<file path="src/rtl/core/mlr_pkg.sv">
`default_nettype none

package mlr_pkg;

    localparam int COORD_W    = 6;
    localparam int SEG_W      = 4 * COORD_W;
    localparam int ROW_MASK_W = 64;

    // controller -> datapath
    typedef struct packed {
        logic load_item;   // segment transfer: clamp, seed queue, first end point
        logic mark_end2;   // move the mark point to the second end point
        logic calc;        // pop queue head, form midpoint
        logic push1;       // queue first half if it is long enough
        logic push2;       // queue second half if it is long enough
        logic bm_write;    // write back the marked bitmap row
        logic sel_row;     // bitmap read address from the row counter
        logic out_load;    // move one row into the output register
    } cmd_t;

    // datapath -> controller
    typedef struct packed {
        logic q_empty;
        logic out_free;
        logic row_last;
    } status_t;

endpackage

`default_nettype wire

</file>
<file path="src/rtl/core/mlr_ctrl.sv">
`default_nettype none

module mlr_ctrl
    import mlr_pkg::*;
(
    input  wire logic    aclk,
    input  wire logic    aresetn,
    input  wire logic    s_tvalid,
    output logic         s_tready,
    input  wire status_t status,
    output cmd_t         cmd
);

    typedef enum logic [3:0] {
        ST_IDLE,
        ST_END_RD0,
        ST_END_WR0,
        ST_END_RD1,
        ST_END_WR1,
        ST_POP,
        ST_CALC,
        ST_MID_RD,
        ST_MID_WR,
        ST_OUT_RD,
        ST_OUT_LD
    } state_t;

    state_t state_reg, state_next;

    always_comb begin
        state_next = state_reg;
        cmd        = '0;
        unique case (state_reg)
            ST_IDLE: begin
                cmd.load_item = s_tvalid;
                if (s_tvalid) state_next = ST_END_RD0;
            end
            ST_END_RD0: state_next = ST_END_WR0;
            ST_END_WR0: begin
                cmd.bm_write  = 1'b1;
                cmd.mark_end2 = 1'b1;
                state_next    = ST_END_RD1;
            end
            ST_END_RD1: state_next = ST_END_WR1;
            ST_END_WR1: begin
                cmd.bm_write = 1'b1;
                state_next   = ST_POP;
            end
            // queue read of the head entry is in flight during this state
            ST_POP: state_next = status.q_empty ? ST_OUT_RD : ST_CALC;
            ST_CALC: begin
                cmd.calc   = 1'b1;
                state_next = ST_MID_RD;
            end
            ST_MID_RD: begin
                cmd.push1  = 1'b1;
                state_next = ST_MID_WR;
            end
            ST_MID_WR: begin
                cmd.bm_write = 1'b1;
                cmd.push2    = 1'b1;
                state_next   = ST_POP;
            end
            ST_OUT_RD: begin
                cmd.sel_row = 1'b1;
                state_next  = ST_OUT_LD;
            end
            ST_OUT_LD: begin
                cmd.sel_row = 1'b1;
                if (status.out_free) begin
                    cmd.out_load = 1'b1;
                    state_next   = status.row_last ? ST_IDLE : ST_OUT_RD;
                end
            end
            default: state_next = ST_IDLE;
        endcase
    end

    always_ff @(posedge aclk) begin
        if (!aresetn) begin
            state_reg <= ST_IDLE;
        end else begin
            state_reg <= state_next;
        end
    end

    assign s_tready = (state_reg == ST_IDLE);

endmodule

`default_nettype wire

</file>
<file path="config.mk">
export PLATFORM = sky130hd
export DESIGN_NAME = mlr_ctrl
export DESIGN_NICKNAME = d
export VERILOG_FILES = /design/src/rtl/core/mlr_pkg.sv /design/src/rtl/core/mlr_ctrl.sv
export SDC_FILE = /design/constraint.sdc
export NUM_CORES = 1
export LEC_CHECK = 0
export ABC_AREA = 1
export BUFFER_PORTS_ARGS = -buffer_cell sky130_fd_sc_hd__buf_4
export CORE_AREA = 2 2 39 41
export DETAILED_ROUTE_END_ITERATION = 8
export DIE_AREA = 0 0 41 43
export GPL_TIMING_DRIVEN = 1
export HOLD_SLACK_MARGIN = 0.08
export PLACE_DENSITY = 0.53
export SYNTH_ARGS = -nofsm -noshare
export SYNTH_HDL_FRONTEND = slang
export SYNTH_SLANG_ARGS = --single-unit
</file>
<file path="constraint.sdc">
create_clock -name aclk -period 2.75 [get_ports aclk]
set_input_delay 0.1375 -clock aclk [delete_from_list [all_inputs] [get_ports aclk]]
set_output_delay 0.1375 -clock aclk [all_outputs]
set_load 0.005 [all_outputs]
</file>
### Word-level counts from Yosys, hierarchy flattened

Index checks and enable logic that the tools add are counted.

* bits in registers: 4
* logic and storage cells: 32
* output and inout bits: 9
* bits of input ports: 6

* muxes and demuxes: 14
* reductions and logical operators: 5
* eq/ne operators: 12

Operator list (number)
* case mux 4 bit (10 select lines): 1
* equality test 4 x 3 -> 1 bit (second input constant): 4
* 2-to-1 mux 4 bit: 4
* equality test 4 bit (second input constant): 3
* 2-to-1 mux 1 bit: 9
* equality test 4 x 2 -> 1 bit (second input constant): 2
* equality test 4 x 1 -> 1 bit (second input constant): 1
* logical NOT 4 bit: 1
* != test 2 bit (second input constant): 2
* OR reduction 2 bit: 2
* OR reduction 3 bit: 1
* AND reduction 2 bit: 1

### Longest topological paths before layout

Gate-level depths: netlist of the first run.

* depth after elaboration: 3
* gate-level depth with buffers: 9
* gate-level depth less buffers: 9

### Least setup slack after synthesis of the first run

No wires, ideal clock.

* path type: register to register
* start point: reg state_reg[2]
* end point: reg state_reg[0]
* stages on the path, launching flop included: 10
* data required time: 2.638 ns
* period minus slack after synthesis: 1.061 ns
* path slack: 1.689 ns
* path buffers: 0
* arrival: 0.948 ns
* setup time: 0.112 ns
* cells stage by stage: dfxtp_1 > inv_1 > nand2_1 > nand2_1 > nand2_1 > nand2_2 > nor2_1 > nand2_1 > nand2_1 > nor2_2

* cells in the longest elaborated chain, start to end: 3
* elaborated cells on any way between the ends: 16
* those cells by class: eq/ne: 12; mux: 1; reduce/logical: 3

RTL lines
* start, declared: line mlr_ctrl.sv:28 `state_t state_reg, state_next;`
* start signal, assigned: line mlr_ctrl.sv:83 `state_reg <= state_next;`
* equality test 4 bit, or another cell as far along: line mlr_ctrl.sv:33 `unique case (state_reg)`
* OR reduction 2 bit (no source line) or != test 2 bit (tied branches)
* case mux 4 bit (10 select lines) or AND reduction 2 bit (tied branches)

Parallel ways exist; a longest one is shown, timed or not.
A chain may end at the register's enable or synchronous reset.

==> results.cfg, run 1 <==
[timing]
clock-skew-final_ns = 0.00377
rsz0062_at_grt = false
slew_viol_final = 0
layout_min_cycle_time_ns = 1.36
tns_ns = 0
finalWorstSetupSlack_ns = 1.39
final-hold-violation-count = 0
finalCritPeriodShare = 0.495
max_freq_ghz = 0.735
relSlewSlack = 0.847
tightest_slew_ns = 0.227
setup_violations = 0

[floorplan]
die-height_microns = 43
die_w_microns = 41
die_area_sq_um = 1760
io_pins = 15
start_util = 0.246
placement_rows = 14
core_sq_um = 1380

[power_and_ir_drop]
power_density_nw_per_um2 = 858
max-vdd-ir-drop_mv = 0.336
leakage_nw = 0.279

[worst_setup_path]
rr_startpoint = state_reg[2]$_SDFFE_PN0P_
crit_path_start_kind = flop
worst_ep_required_time_ns = 2.61
critPathCaptureType = output pin
rr_endpoint = state_reg[0]$_SDFFE_PN0P_
cp_data_arrival_time_ns = 1.22
path_max_fanout = 5
r2r_slack_ns = 1.53
worstSetupPathType = flop to output pin
r2r.worst_path.cells = 9

[flow_run]
cap_violations = 0

[global_routing]
gr-usage-met3 = 0.0157
grt_pass1_vias = 355
grt_use_met1 = 0.135
grt_max_degree = 7
antenna_found_initial = 0
gr-usage-met2 = 0.178
grtUsageTotal = 0.111
grt_first_pass_wirelength_microns = 1330
overflow = 0
grt-busiest-layer = met2

[finish]
num-nets-final = 89
layout_commonest_cell = nand2_1
stdcell_count = 97
layout_common_cells = nand2_1, buf_4, inv_1
syn_to_final_growth_pct = 43.4
final_util = 0.353
fillers = 161
ff_latch_area_sq_um = 80.1
stdcell_area_sq_um = 488
layout-drive-gt1-share = 0.284
antenna_cells = 0
multi_input_area_sq_um = 208
largest_reg_flops = 4

[placement]
gp_congestion = 0.806
port_buffers = 14
place_ws_ns = 1.55
placed_cell_area_sq_um = 465
dp_cells = 94
place_hpwl_microns = 724

[worst_hold_path]
hold_start = aresetn
hold_path_depth = 3
hold_path_class = input pin to flop
hold_path_end = state_reg[1]$_SDFFE_PN0P_

[route]
num_vias = 413
drtPass1Iterations = 4
drt-total-wl_microns = 854
route.detailed.drc = 0
detail-route-antenna-nets = 0
vias_per_cell = 4.26
wl_per_cell_microns = 8.80
first_iter_violations = 3

[synthesis]
synthAdderAreaFrac = 0
synthMuxAreaShare = 0
synth_top_family_by_area = simple AND/OR/NAND/NOR gates
syn_nets = 70
ys_types = 13
synth_compound_area_frac = 0.0919
avgSynthCellArea_sq_um = 5.32
synth_xor_area_frac = 0
synthSimpleGateAreaFrac = 0.518
synth_seq_cells = 4
synth-warning-count = 0
syn_inst = 64
yosysSeqAreaShare = 0.235
synth_area_sq_um = 340

[clock_tree]
postCtsSetupRepairBufs = 0
cts_buffer_depth = 2
post_cts_resized = 0
cts_tree = yes
numCtsBuffers = 3
clock-sinks = 4
hold_buffers = 0
path_clk_slew_ns = 0.04
cts-root-buf = clkbuf_4
htreeDepth = 1
clk_latency_ns = 0.23

[status]
status = completed
where the power goes:
| part | leakage [nW] | internal [mW] | switching, mW | total [mW] |
|---|---|---|---|---|
| Clock | 0.0138 | 0.0488 | 0.0234 | 0.0721 |
| Sequential | 0.0327 | 0.0763 | 0.0265 | 0.103 |
| Combinational | 0.233 | 0.105 | 0.139 | 0.244 |
cell families (layout without fill, tap and decap cells):
| logic type | count (synthesis) | after routing |
|---|---|---|
| AND/OR/NAND/NOR | 41 | 41 |
| buffers and inverters | 14 | 31 |
| AO/OA/AOI/OAI | 5 | 5 |
| flip-flops | 4 | 4 |
through the flow:
step | hold WS (ns) | power (mW)
6_report | 0.109 | 0.419
5_1_grt | 0.143 | 0.461
4_1_cts | 0.108 | 0.424
3_5_place_dp | 0.350 | 0.348
3_3_place_gp | 0.348 | 0.350
2_1_floorplan | 0.235 | 0.256
worst max path at each step:
stage	cells past startpoint	startpoint	to	slack, ns
finish	6	state_reg[2]$_SDFFE_PN0P_	cmd[2]	1.39
global route	5	state_reg[2]$_SDFFE_PN0P_	cmd[5]	1.31
CTS	6	state_reg[2]$_SDFFE_PN0P_	cmd[2]	1.39
detailed placement	9	state_reg[2]$_SDFFE_PN0P_	state_reg[0]$_SDFFE_PN0P_	1.55
global placement	9	state_reg[2]$_SDFFE_PN0P_	state_reg[0]$_SDFFE_PN0P_	1.53
floorplan	9	state_reg[2]$_SDFFE_PN0P_	state_reg[0]$_SDFFE_PN0P_	1.69
cells in the mapped netlist:
cell type  instances  area share
nor2_1            11        0.12
nand3b_1           1       0.022
nand2_1           18        0.20
nand3_1            5       0.074
nor2_2             3       0.055
nand2_2            1       0.018
inv_2              1       0.011
a21oi_1            3       0.044
o21ai_2            1       0.026
dfxtp_1            4        0.24
nor3_1             2       0.029
o31ai_1            1       0.022
inv_1             13        0.14
layer usage:
layer	wire length (microns)	up-vias
li1	-	227
met1	359	177
met2	456	7
met3	19	2
met4	19	0
met5	0	-
cell type report:
class,instances,area share
inverters,14,0.108
clock buffers,3,0.0462
flip-flops and latches,4,0.164
multi-input cells,46,0.426
well taps,16,0.0410
repair buffers,14,0.215
worst max-delay path, stage by stage, from the launching register on:
cell	delay (ns)
dfxtp_1	0.39
inv_1	0.10
nand2_1	0.15
nand2_1	0.07
nand2_1	0.09
nand2_2	0.06
buf_4	0.13
Note: power is estimated with default switching activity, not from simulation.
==> run 2: changes to the inputs <==
- PLACE_DENSITY: 0.53 -> 0.55
- clock period: 2.75 -> 1.2 ns (I/O delays scaled with it)
==> results.cfg, run 2 (same netlist as run 1, synthesis figures left out) <==
[timing]
clock-skew-final_ns = 0.00323
final-hold-violation-count = 0
finalCritPeriodShare = 0.962
relSlewSlack = 0.815
slew_viol_final = 0
setup_violations = 0
tns_ns = 0
rsz0062_at_grt = true
max_freq_ghz = 0.866
layout_min_cycle_time_ns = 1.15
tightest_slew_ns = 0.275

[clock_tree]
cts-root-buf = clkbuf_4
cts_buffer_depth = 2
clk_latency_ns = 0.23
numCtsBuffers = 3
cts_tree = yes
clock-sinks = 4
path_clk_slew_ns = 0.04
htreeDepth = 1

[placement]
port_buffers = 14
gp_congestion = 0.836
placed_cell_area_sq_um = 473
place_hpwl_microns = 690

[worst_setup_path]
crit_path_start_kind = flop
crit_start = state_reg[1]$_SDFFE_PN0P_
critPathCaptureType = output pin
worstSetupPathType = flop to output pin
rr_startpoint = state_reg[0]$_SDFFE_PN0P_
path_max_fanout = 4
worst_ep_required_time_ns = 1.14
cp_data_arrival_time_ns = 1.09

[power_and_ir_drop]
p_switching_uw = 491
pwr-share-clk = 0.159
leakage_nw = 0.302
max-vdd-ir-drop_mv = 0.880
p_sw_frac = 0.458
p_int_uw = 582
p_comb_frac = 0.594
power_density_nw_per_um2 = 1920
totalPowerFinal_mw = 1.07
p_seq_frac = 0.247

[worst_hold_path]
hold_path_class = input pin to flop
hold_start = status[2]

[finish]
num-nets-final = 92
layout_common_cells = buf_4, nand2_1, inv_1
ff_latch_area_sq_um = 90.1
antenna_cells = 0
largest_reg_flops = 4
stdcell_area_sq_um = 558
layout-drive-gt1-share = 0.440
fillers = 153
multi_input_area_sq_um = 243
layout_commonest_cell = buf_4
syn_to_final_growth_pct = 64.0

[global_routing]
grt_first_pass_wirelength_microns = 1410
grt_max_degree = 7
antenna_found_initial = 0
grt_pass1_vias = 378
grtUsageTotal = 0.120
overflow = 0

[floorplan]
io_pins = 15
die-height_microns = 43
start_util = 0.246
die_w_microns = 41
placement_rows = 14
die_area_sq_um = 1760
core_sq_um = 1380

[route]
num_vias = 422
detail-route-antenna-nets = 0
drt-total-wl_microns = 893
route.detailed.drc = 0
wl_per_cell_microns = 8.93
drtPass1Iterations = 2
vias_per_cell = 4.22
first_iter_violations = 7

[flow_run]
cap_violations = 0

[status]
status = completed
-- run 2: final timing paths --
check	endpoint	slack, ns	cells after the start
hold / removal	state_reg[2]$_SDFFE_PN0P_	0.16	4
setup / recovery	cmd[6]	0.05	5
hold reg to reg	state_reg[2]$_SDFFE_PN0P_	0.63	3
setup reg to reg	state_reg[1]$_SDFFE_PN0P_	0.08	8
-- run 2: layout make-up --
class / count / share of cell area
inverters: 14 / 0.0942
clock buffers: 3 / 0.0404
repair buffers: 17 / 0.233
well taps: 16 / 0.0359
multi-input cells: 46 / 0.435
flip-flops and latches: 4 / 0.161
-- run 2: layer usage --
metal | vias to the layer above | part of all wire | track usage
met4 | 0 | 0 | 0.0800
met2 | 3 | 0.56 | 0.159
met5 | - | 0 | 0
li1 | 233 | - | -
met3 | 0 | 0.018 | 0.0314
met1 | 186 | 0.42 | 0.161
-- run 2: power by group through the flow --
| stage | registers, mW | clock network (mW) | logic [mW] |
|---|---|---|---|
| 2_1_floorplan | 0.228 | 0 | 0.358 |
| 3_3_place_gp | 0.233 | 0 | 0.591 |
| 3_5_place_dp | 0.231 | 0 | 0.587 |
| 4_1_cts | 0.230 | 0.172 | 0.593 |
| 5_1_grt | 0.271 | 0.189 | 0.709 |
| 6_report | 0.265 | 0.171 | 0.637 |
-- run 2: critical path: stages, from the launching register on --
cell,delay (ns)
dfxtp_2,0.37
inv_2,0.06
nor2_4,0.13
nand2_1,0.11
inv_1,0.09
buf_4,0.11
-- run 2: timing repair --
item | 4_1_cts | 5_1_grt
hold endpoints to repair | 1 | 0
gates resized for setup | 2 | 15
hold buffers | 1 | 0
gates cloned | 0 | 0
pin swaps | 0 | 1
setup endpoints to repair | 5 | 10
buffers inserted | 0 | 1
-- run 2: through the flow --
step                hold slack (ns)  utilization  setup WS (ns)  instances
CTS                           0.149        0.368       -0.00288         99
floorplan                     0.158            -          0.139         64
finish                        0.157        0.403         0.0456        100
global placement              0.261        0.342        -0.0330         95
global route                  0.166        0.403        -0.0232        100
detailed placement            0.263        0.342        -0.0294         95
==> run 3: changes to the inputs <==
- PLACE_DENSITY: 0.55 -> 0.53
- clock period: 1.2 -> 1.35 ns (I/O delays scaled with it)
==> results.cfg, run 3 (same netlist as run 1, synthesis figures left out) <==
[worst_hold_path]
hold_path_end = state_reg[2]$_SDFFE_PN0P_
hold_path_depth = 4
hold_path_class = input pin to flop
hold_start = status[2]

[floorplan]
io_pins = 15
start_util = 0.246
die_area_sq_um = 1760
die_w_microns = 41
die-height_microns = 43
core_sq_um = 1380
placement_rows = 14

[global_routing]
grt_max_degree = 7
grtUsageTotal = 0.107
antenna_found_initial = 0
grt_use_met1 = 0.106
grt_pass1_vias = 369
grt_first_pass_wirelength_microns = 1260
overflow = 0
grt-busiest-layer = met2
gr-usage-met2 = 0.175
gr-usage-met3 = 0.0314

[power_and_ir_drop]
p_int_uw = 471
p_switching_uw = 378
leakage_nw = 0.283
p_comb_frac = 0.582
p_sw_frac = 0.445
power_density_nw_per_um2 = 1690
totalPowerFinal_uw = 849
pwr-share-clk = 0.170
max-vdd-ir-drop_mv = 0.612
p_seq_frac = 0.248

[placement]
place_ws_ns = 0.128
gp_congestion = 0.813
placed_cell_area_sq_um = 465
place_hpwl_microns = 692
dp_cells = 94
port_buffers = 14

[finish]
layout_commonest_cell = nand2_1
syn_to_final_growth_pct = 47.8
layout_common_cells = nand2_1, buf_4, inv_1
antenna_cells = 0
fillers = 159
stdcell_area_sq_um = 503
layout-drive-gt1-share = 0.305
largest_reg_flops = 4
num-nets-final = 90
stdcell_count = 98
final_util = 0.363

[timing]
finalWorstSetupSlack_ns = 0.0735
whs_ns = 0.187
relSlewSlack = 0.840
tns_ns = 0
slew_viol_final = 0
clock-skew-final_ns = 0.00280
finalCritPeriodShare = 0.946
setup_violations = 0
tightest_slew_ns = 0.237
final-hold-violation-count = 0
layout_min_cycle_time_ns = 1.28
max_freq_ghz = 0.783

[route]
route.detailed.drc = 0
num_vias = 417
drt-total-wl_microns = 848
drtPass1Iterations = 2
first_iter_violations = 3
wl_per_cell_microns = 8.65
vias_per_cell = 4.26
detail-route-antenna-nets = 0

[worst_setup_path]
r2r_slack_ns = 0.15
rr_endpoint = state_reg[0]$_SDFFE_PN0P_
critPathCaptureType = output pin
crit_path_start_kind = flop
path_max_fanout = 5
cp_data_arrival_time_ns = 1.21
rr_startpoint = state_reg[2]$_SDFFE_PN0P_
r2r.worst_path.cells = 9
worstSetupPathType = flop to output pin
worst_ep_required_time_ns = 1.28

[clock_tree]
clk_latency_ns = 0.23
clock-sinks = 4
postCtsSetupRepairBufs = 0
numCtsBuffers = 3
htreeDepth = 1
path_clk_slew_ns = 0.03
cts_buffer_depth = 2
cts_tree = yes
cts-root-buf = clkbuf_4

[status]
status = completed

[flow_run]
cap_violations = 0
## run 3: power by group through the flow
stage,Sequential [mW],Combinational (mW),Clock (mW)
CTS,0.209,0.495,0.152
detailed placement,0.211,0.491,0
global placement,0.209,0.503,0
global route,0.221,0.553,0.159
finish,0.211,0.494,0.144
floorplan,0.203,0.318,0
## run 3: cell type report
type / count / area, sq um / area share
repair buffers: 15 / 115 / 0.229
well taps: 16 / 20.0 / 0.0398
inverters: 14 / 52.6 / 0.104
multi-input cells: 46 / 213 / 0.423
flip-flops and latches: 4 / 80.1 / 0.159
clock buffers: 3 / 22.5 / 0.0448
## run 3: worst max path at each step
stage                                           end  depth (start not counted)                 startpoint  slack [ns]
after global routing                         cmd[2]                          6  state_reg[2]$_SDFFE_PN0P_      -0.008
after CTS                                    cmd[2]                          6  state_reg[2]$_SDFFE_PN0P_        0.05
after floorplan           state_reg[0]$_SDFFE_PN0P_                          9  state_reg[2]$_SDFFE_PN0P_        0.29
after global placement    state_reg[0]$_SDFFE_PN0P_                          9  state_reg[2]$_SDFFE_PN0P_        0.09
final                                        cmd[2]                          6  state_reg[2]$_SDFFE_PN0P_        0.07
after detailed placement  state_reg[0]$_SDFFE_PN0P_                          9  state_reg[2]$_SDFFE_PN0P_        0.13
## run 3: layer usage
| layer | routed length (microns) | up-vias | share of wire |
|---|---|---|---|
| li1 | - | 229 | - |
| met1 | 343 | 181 | 0.40 |
| met2 | 473 | 5 | 0.56 |
| met3 | 14 | 2 | 0.017 |
| met4 | 17 | 0 | 0.020 |
| met5 | 0 | - | 0 |
## run 3: what timing repair did
| item | 4_1_cts | 5_1_grt |
|---|---|---|
| setup endpoints to repair | 0 | 1 |
| hold buffers | 1 | 0 |
| resized for setup | 0 | 2 |
| hold endpoints to repair | 1 | 0 |
## run 3: worst max-delay path, stage by stage, from the launching register on
cell     delay [ns]
dfxtp_1        0.40
inv_1          0.12
nand2_2        0.12
nand2_1        0.06
nand2_1        0.09
nand2_2        0.06
buf_4          0.13
